<file path="config.mk">
export PLATFORM = sky130hd
export DESIGN_NAME = escape_hex_decoder
export DESIGN_NICKNAME = d
export VERILOG_FILES = /design/src/design/ehd_pkg.sv /design/src/design/ehd_step.sv /design/src/design/escape_hex_decoder.sv
export SDC_FILE = /design/constraint.sdc
export NUM_CORES = 1
export LEC_CHECK = 0
export BUFFER_PORTS_ARGS = -buffer_cell sky130_fd_sc_hd__buf_2
export CAP_MARGIN = 40
export CORE_UTILIZATION = 25
export CTS_CLUSTER_SIZE = 28
export DETAILED_ROUTE_END_ITERATION = 10
export PLACE_DENSITY_LB_ADDON = 0.12
export SLEW_MARGIN = 25
export SYNTH_ARGS = -nofsm -noshare
export SYNTH_HDL_FRONTEND = slang
export SYNTH_SLANG_ARGS = --single-unit
</file>
<file path="constraint.sdc">
create_clock -name clk -period 4.8 [get_ports clk]
set_input_delay 0.48 -clock clk [delete_from_list [all_inputs] [get_ports clk]]
set_output_delay 0.48 -clock clk [all_outputs]
set_load 0.1 [all_outputs]
</file>
<file path="src/design/ehd_pkg.sv">
// ----------------------------------------------------------------------------
// ehd_pkg: shared types and constants for the escape hex decoder
// Request and result payloads, escape state codes and the hex digit decode.
// ----------------------------------------------------------------------------
package ehd_pkg;

	localparam logic [7:0] ESC_CHAR = 8'h3D;

	// escape tracking: idle, '=' seen, '=' plus first character seen
	localparam logic [1:0] PEND_IDLE = 2'd0;
	localparam logic [1:0] PEND_ONE  = 2'd1;
	localparam logic [1:0] PEND_TWO  = 2'd2;

	typedef struct packed {
		logic [7:0] in_byte;
		logic       in_last;
	} req_t;

	typedef struct packed {
		logic [7:0] out_byte;
		logic       run_end;
	} res_t;

	typedef struct packed {
		logic       ok;
		logic [3:0] val;
	} nib_t;

	// result of one decode step
	typedef struct packed {
		logic [1:0] pend;
		logic [7:0] first;
		logic [1:0] cnt;
		res_t       res0;
		res_t       res1;
	} step_t;

	function automatic nib_t hex_nibble(input logic [7:0] c);
		nib_t r;
		r.ok  = 1'b0;
		r.val = 4'd0;
		if (c inside {[8'h30:8'h39]}) begin
			r.ok  = 1'b1;
			r.val = c[3:0];
		end else if (c inside {[8'h41:8'h46], [8'h61:8'h66]}) begin
			r.ok  = 1'b1;
			r.val = c[3:0] + 4'd9;
		end
		return r;
	endfunction

endpackage

</file>
<file path="src/design/ehd_step.sv">
// ----------------------------------------------------------------------------
// ehd_step: one decode step
// From the escape state and one request, gives the next state and 0-2 results.
// ----------------------------------------------------------------------------
module ehd_step
	import ehd_pkg::*;
(
	input  logic [1:0] pend,
	input  logic [7:0] first,
	input  req_t       req,
	output step_t      step
);

	nib_t hi;
	nib_t lo;

	assign hi = hex_nibble(first);
	assign lo = hex_nibble(req.in_byte);

	always_comb begin
		step.pend  = PEND_IDLE;
		step.first = first;
		step.cnt   = 2'd0;
		step.res0  = '0;
		step.res1  = '0;
		case (pend)
			PEND_ONE: begin
				if (req.in_last) begin
					// escape cut short: '=' then the character, raw
					step.cnt  = 2'd2;
					step.res0 = '{out_byte: ESC_CHAR, run_end: 1'b0};
					step.res1 = '{out_byte: req.in_byte, run_end: 1'b1};
				end else begin
					step.first = req.in_byte;
					step.pend  = PEND_TWO;
				end
			end
			PEND_TWO: begin
				if (hi.ok && lo.ok) begin
					step.cnt  = 2'd1;
					step.res0 = '{out_byte: {hi.val, lo.val}, run_end: 1'b1};
				end else begin
					// not hex: both characters raw, '=' dropped
					step.cnt  = 2'd2;
					step.res0 = '{out_byte: first, run_end: 1'b0};
					step.res1 = '{out_byte: req.in_byte, run_end: 1'b1};
				end
			end
			default: begin
				// idle; the unused code behaves the same
				if (req.in_byte == ESC_CHAR) begin
					if (req.in_last) begin
						step.cnt  = 2'd1;
						step.res0 = '{out_byte: ESC_CHAR, run_end: 1'b1};
					end else begin
						step.pend = PEND_ONE;
					end
				end else begin
					step.cnt  = 2'd1;
					step.res0 = '{out_byte: req.in_byte, run_end: 1'b1};
				end
			end
		endcase
	end

endmodule

</file>
<file path="src/design/escape_hex_decoder.sv">
// ----------------------------------------------------------------------------
// escape_hex_decoder: streaming '=XX' hex escape decoder
// One character per request; gives zero, one or two decoded bytes per request.
// ----------------------------------------------------------------------------
// Path: a request accepted from src passes the input register, then the result
//   queue, before its first result appears on dst.
// Throughput: one request per cycle while each gives at most one result and dst
//   does not stall; the single output port gives one result at a time.
// Reset (arst_n low, asynchronous): input stage and result queue empty, no
//   escape pending, stored first character cleared.
module escape_hex_decoder
	import ehd_pkg::*;
(
	input  logic clk,
	input  logic arst_n,
	input  logic src_valid,
	output logic src_stall,
	input  req_t src_req,
	output logic dst_valid,
	input  logic dst_stall,
	output res_t dst_res
);

	// input stage
	logic valid_s1;
	req_t req_s1;

	// escape state
	logic [1:0] pend_q;
	logic [7:0] first_q;

	// two-entry result queue, entry 0 is the head
	logic [1:0] cnt_q;
	res_t       q0_q;
	res_t       q1_q;

	step_t      step;
	logic       pop;
	logic       adv;
	logic       accept;
	logic [1:0] room;
	logic [1:0] cnt_mid;
	logic [1:0] cnt_n;
	res_t       q0_n;
	res_t       q1_n;

	ehd_step u_step (
		.pend  (pend_q),
		.first (first_q),
		.req   (req_s1),
		.step  (step)
	);

	assign dst_valid = (cnt_q != 2'd0);
	assign dst_res   = q0_q;
	assign pop       = dst_valid && !dst_stall;

	// slots free once this cycle's pop has gone
	assign room = 2'd2 - cnt_q + {1'b0, pop};
	// the staged request moves on only if all its results fit
	assign adv       = valid_s1 && (step.cnt <= room);
	assign src_stall = valid_s1 && !adv;
	assign accept    = src_valid && !src_stall;

	always_comb begin
		cnt_mid = cnt_q - {1'b0, pop};
		q0_n    = q0_q;
		q1_n    = q1_q;
		if (pop) begin
			q0_n = q1_q;
		end
		cnt_n = cnt_mid;
		if (adv) begin
			cnt_n = cnt_mid + step.cnt;
			if (cnt_mid == 2'd0) begin
				q0_n = step.res0;
				q1_n = step.res1;
			end else if (cnt_mid == 2'd1) begin
				// one entry left: room guaranteed at most one new result
				q1_n = step.res0;
			end
			// full queue: only a request without results moves on
		end
	end

	always_ff @(posedge clk or negedge arst_n) begin
		if (!arst_n) begin
			valid_s1 <= 1'b0;
			pend_q   <= PEND_IDLE;
			first_q  <= 8'd0;
			cnt_q    <= 2'd0;
		end else begin
			if (accept) begin
				valid_s1 <= 1'b1;
			end else if (adv) begin
				valid_s1 <= 1'b0;
			end
			if (adv) begin
				pend_q  <= step.pend;
				first_q <= step.first;
			end
			cnt_q <= cnt_n;
		end
	end

	always_ff @(posedge clk) begin
		if (accept) begin
			req_s1 <= src_req;
		end
		q0_q <= q0_n;
		q1_q <= q1_n;
	end

	// queue never overfills
	a_cnt_range: assert property (@(posedge clk) disable iff (!arst_n)
		cnt_q != 2'd3)
		else $error("result queue count out of range");

	// end of message always closes any escape
	a_last_closes: assert property (@(posedge clk) disable iff (!arst_n)
		adv && req_s1.in_last |=> pend_q == PEND_IDLE)
		else $error("escape left open after end of message");

	// end of message always yields at least one result
	a_last_result: assert property (@(posedge clk) disable iff (!arst_n)
		adv && req_s1.in_last |-> step.cnt != 2'd0)
		else $error("end of message produced no result");

	// a request without results only ever opens or extends an escape
	a_silent_pending: assert property (@(posedge clk) disable iff (!arst_n)
		adv && step.cnt == 2'd0 |=> pend_q != PEND_IDLE)
		else $error("silent request left no escape pending");

	// a staged request that cannot move on stalls the source
	a_stall_hold: assert property (@(posedge clk) disable iff (!arst_n)
		valid_s1 && !adv |=> valid_s1 && $stable(req_s1))
		else $error("staged request lost while stalled");

endmodule
</file>
==> impl_metrics.ini <==
[synthesis]
yosysSeqAreaShare_pct = 41.82
synth_edf_count = 18
yosysUniqueCellTypes = 60
syn_area_mm2 = 0.002501
syn_nets = 288
synth_top_area_cell = edfxtp_1
synthAdderAreaFrac_pct = 7.004
avgSynthCellArea_um2 = 9.583
synth_ff_type = edfxtp_1
synth_top_area_share_pct = 21.61
yosys-top-cells-area = edfxtp_1 22%, dfrtp_1 13%, dfxtp_1 7.2%
synth_xor_area_share_pct = 1.751
synth_compound_area_share_pct = 21.11
ys_async_sr_fraction_pct = 32.50
synth_top_family_by_area = compound AO/OA/AOI/OAI gates
synth-seq-cells = 40
synthMuxAreaShare_pct = 5.653
netlist_instances = 261
synthSimpleGateAreaFrac_pct = 17.36
ys_warn_count = 0

[pwr]
power_mw = 1.983
vdd_drop_max_uv = 196.9
p_leak_nw = 1.183
powerDensity_mw_per_mm2 = 702.4

[setup_path]
worstSetupStartpointType = register
required_ns = 4.32
cp_max_fo = 7
endpoint_kind = output pin
arrival_ns = 3.72
crit_path_frequent_cell = inv_1
crit_type = register to output pin
worstPathCellList = inv_1 > ha_1 > o21bai_1 > a21oi_1 > a21oi_2 > or2_0 > o21ai_2 > inv_1 > ha_1 > nand2_1 > o21ai_0 > inv_1 > nand2_1 > inv_1 > buf_2
slowest_delay_ns = 0.52
rr_worst_depth = 14
slowest_stage = edfxtp_1

[global_routing]
antenna_found_initial = 0
grt_max_degree = 18
grtUsageMet3_pct = 2.257
grt_use_met2_pct = 21.06
gr-total-overflow = 0
grt_usage_pct = 13.22
grt_pass1_wl_um = 10350
grt_pass1_vias = 1883
met1_usage_pct = 18.54
busiest_layer = met2

[cells_and_area]
fill_cells = 1038
multi_input_area_mm2 = 0.001323
fin_nets = 309
area_growth_pct = 12.91
drive_above_1_share_pct = 18.37
n_antenna_cell = 0
seqCellArea_mm2 = 0.001046
final-instance-count-excl-fill = 416

[clocking]
cts_hold_buf = 0
cts_buffers = 5
max-clock-path-buffers = 2
clock_latency_ns = 0.29
root_buffer = clkbuf_8
cts_tree = yes
cts.reportedPaths.clkPinSlew_ns = 0.08
htreeDepth = 2
ctsResizeCount = 0
cts_setup_buffers = 0
numClockSinks = 40

[route]
via_per_inst = 4.755
num_vias = 1978
drt-pass1-iter-count = 4
drc = 0
routed_wirelength_um = 6344
drt-wirelength-per-cell_um = 15.25
initialDrtViolationCount = 90
ant_nets = 0

[timing]
finalMaxSlewViolations = 0
fin_crit_ns = 4.201
slew_headroom_pct = 51.26
hold_viol = 0
tightest_slew_ns = 0.7234
setup_tns_ns = 0
rsz0062_at_grt = false
finClkSkew_ns = 0.006019
fin_crit_sh_pct = 87.52
max_freq_mhz = 238.0
setup_viol = 0

[placed_design]
dp.cells = 408
io_buffers = 23
dp_hpwl_um = 4853
gp_congestion = 0.8335

[floorplanning]
fp-row-count = 36
die_w_um = 102.0
dieArea_mm2 = 0.01041
fp.dieH_um = 102.0
coreArea_mm2 = 0.009729
ios = 24
start_util_pct = 25.71

[status]
status = finished, final reports clean

[flow_run]
maxCapViolCount = 0

[hold_path]
min_path_type = input pin to asynchronous set/reset pin
[power by group]
part / switching, mW / internal, mW
combinational: 0.777 / 0.296
sequential: 0.106 / 0.531
clock: 0.121 / 0.152
total: 1.00 / 0.979
[cells in the mapped netlist (2+ instances only)]
library cell,instances
a211oi_1,2
a21o_1,5
a21oi_1,19
a21oi_2,2
a22o_1,2
a22oi_1,2
a31oi_1,6
and2_1,3
and3_1,2
buf_2,2
buf_6,3
clkbuf_1,4
dfrtp_1,13
dfxtp_1,9
edfxtp_1,18
ha_1,14
inv_1,16
mux2_2,8
mux2i_1,4
nand2_1,42
nand2b_1,3
nand3_1,4
nand4_1,4
nand4bb_1,2
nor2_1,12
nor3_1,2
nor4_1,2
o21ai_0,12
o21ai_2,3
o21bai_1,2
o22ai_1,4
o2bb2ai_1,4
xnor2_1,4
[sequential cells by signal (all words and copies together) (netlist names)]
| register | count |
|---|---|
| first_q | 8 |
| q1_q | 9 |
| dst_res | 9 |
| cnt_q | 2 |
| req_s1 | 9 |
| valid_s1 | 1 |
| pend_q | 2 |
[path summary, 6_finish.rpt]
path / from / to / slack (ns)
setup / recovery: req_s1[2]$_DFFE_PP_ / src_stall / 0.60
hold / removal: arst_n / cnt_q[1]$_DFF_PN0_ / 0.07
setup reg to reg: req_s1[2]$_DFFE_PP_ / first_q[5]$_DFFE_PN0P_ / 0.83
hold reg to reg: dst_res[7]$_DFF_P_ / dst_res[7]$_DFF_P_ / 0.47
max in group asynchronous: arst_n / first_q[1]$_DFFE_PN0P_ / 4.48
min in group clk: src_req[5] / req_s1[5]$_DFFE_PP_ / 0.36
[per-layer routing]
layer	routed length, um	vias up
met4	50	0
met1	3088	943
met2	2909	39
li1	-	991
met3	296	5
met5	0	-
[logic make-up (layout without fill, tap and decap cells)]
kind of cell,count (synthesis),after routing
AOI/OAI and AO/OA,76,76
buffers and inverters,26,48
adders and majority gates,14,14
and+or+nand+nor,87,87
muxes,13,13
DFF,40,40
xor gates and xnor gates,5,5
[layout by cell type, fill, tap and decap left out, drive strengths merged, types with 9 or more instances in the layout]
cell    synthesis  layout
inv            16      16
mux2            9       9
a21oi          21      21
o21ai          15      15
dfxtp           9       9
nand2          42      42
edfxtp         18      18
nor2           13      13
buf             5      24
ha             14      14
dfrtp          13      13
[final cells by class]
| cell class | count | share of cell area (%) |
|---|---|---|
| clock buffer | 5 | 2.437 |
| clock inverter | 3 | 1.329 |
| inverter | 16 | 2.127 |
| multi-input combinational | 195 | 46.83 |
| sequential | 40 | 37.04 |
| tap | 133 | 5.893 |
| timing repair buffer | 24 | 4.342 |
[critical path, delay by kind of cell, from the launching register on]
kind	cells	cell delay [ns]
simple gates	3	0.53
fa+ha+maj	2	0.53
flops	1	0.52
buf+inv	5	0.83
compound gates	5	1.02
[metrics by stage]
step           setup slack [ns]  area, um^2  hold WS [ns]  util [%]
6_report                 0.5992        2824       0.07440     29.03
5_1_grt                  0.2730        2824       0.08230     29.03
4_1_cts                  0.5474        2824       0.07666     29.03
3_5_place_dp             0.8039        2718        0.4001     27.93
3_3_place_gp             0.8811        2718        0.4008     27.93
2_1_floorplan             1.213        2501        0.1844         -
Note: power is estimated with default switching activity, not from simulation.
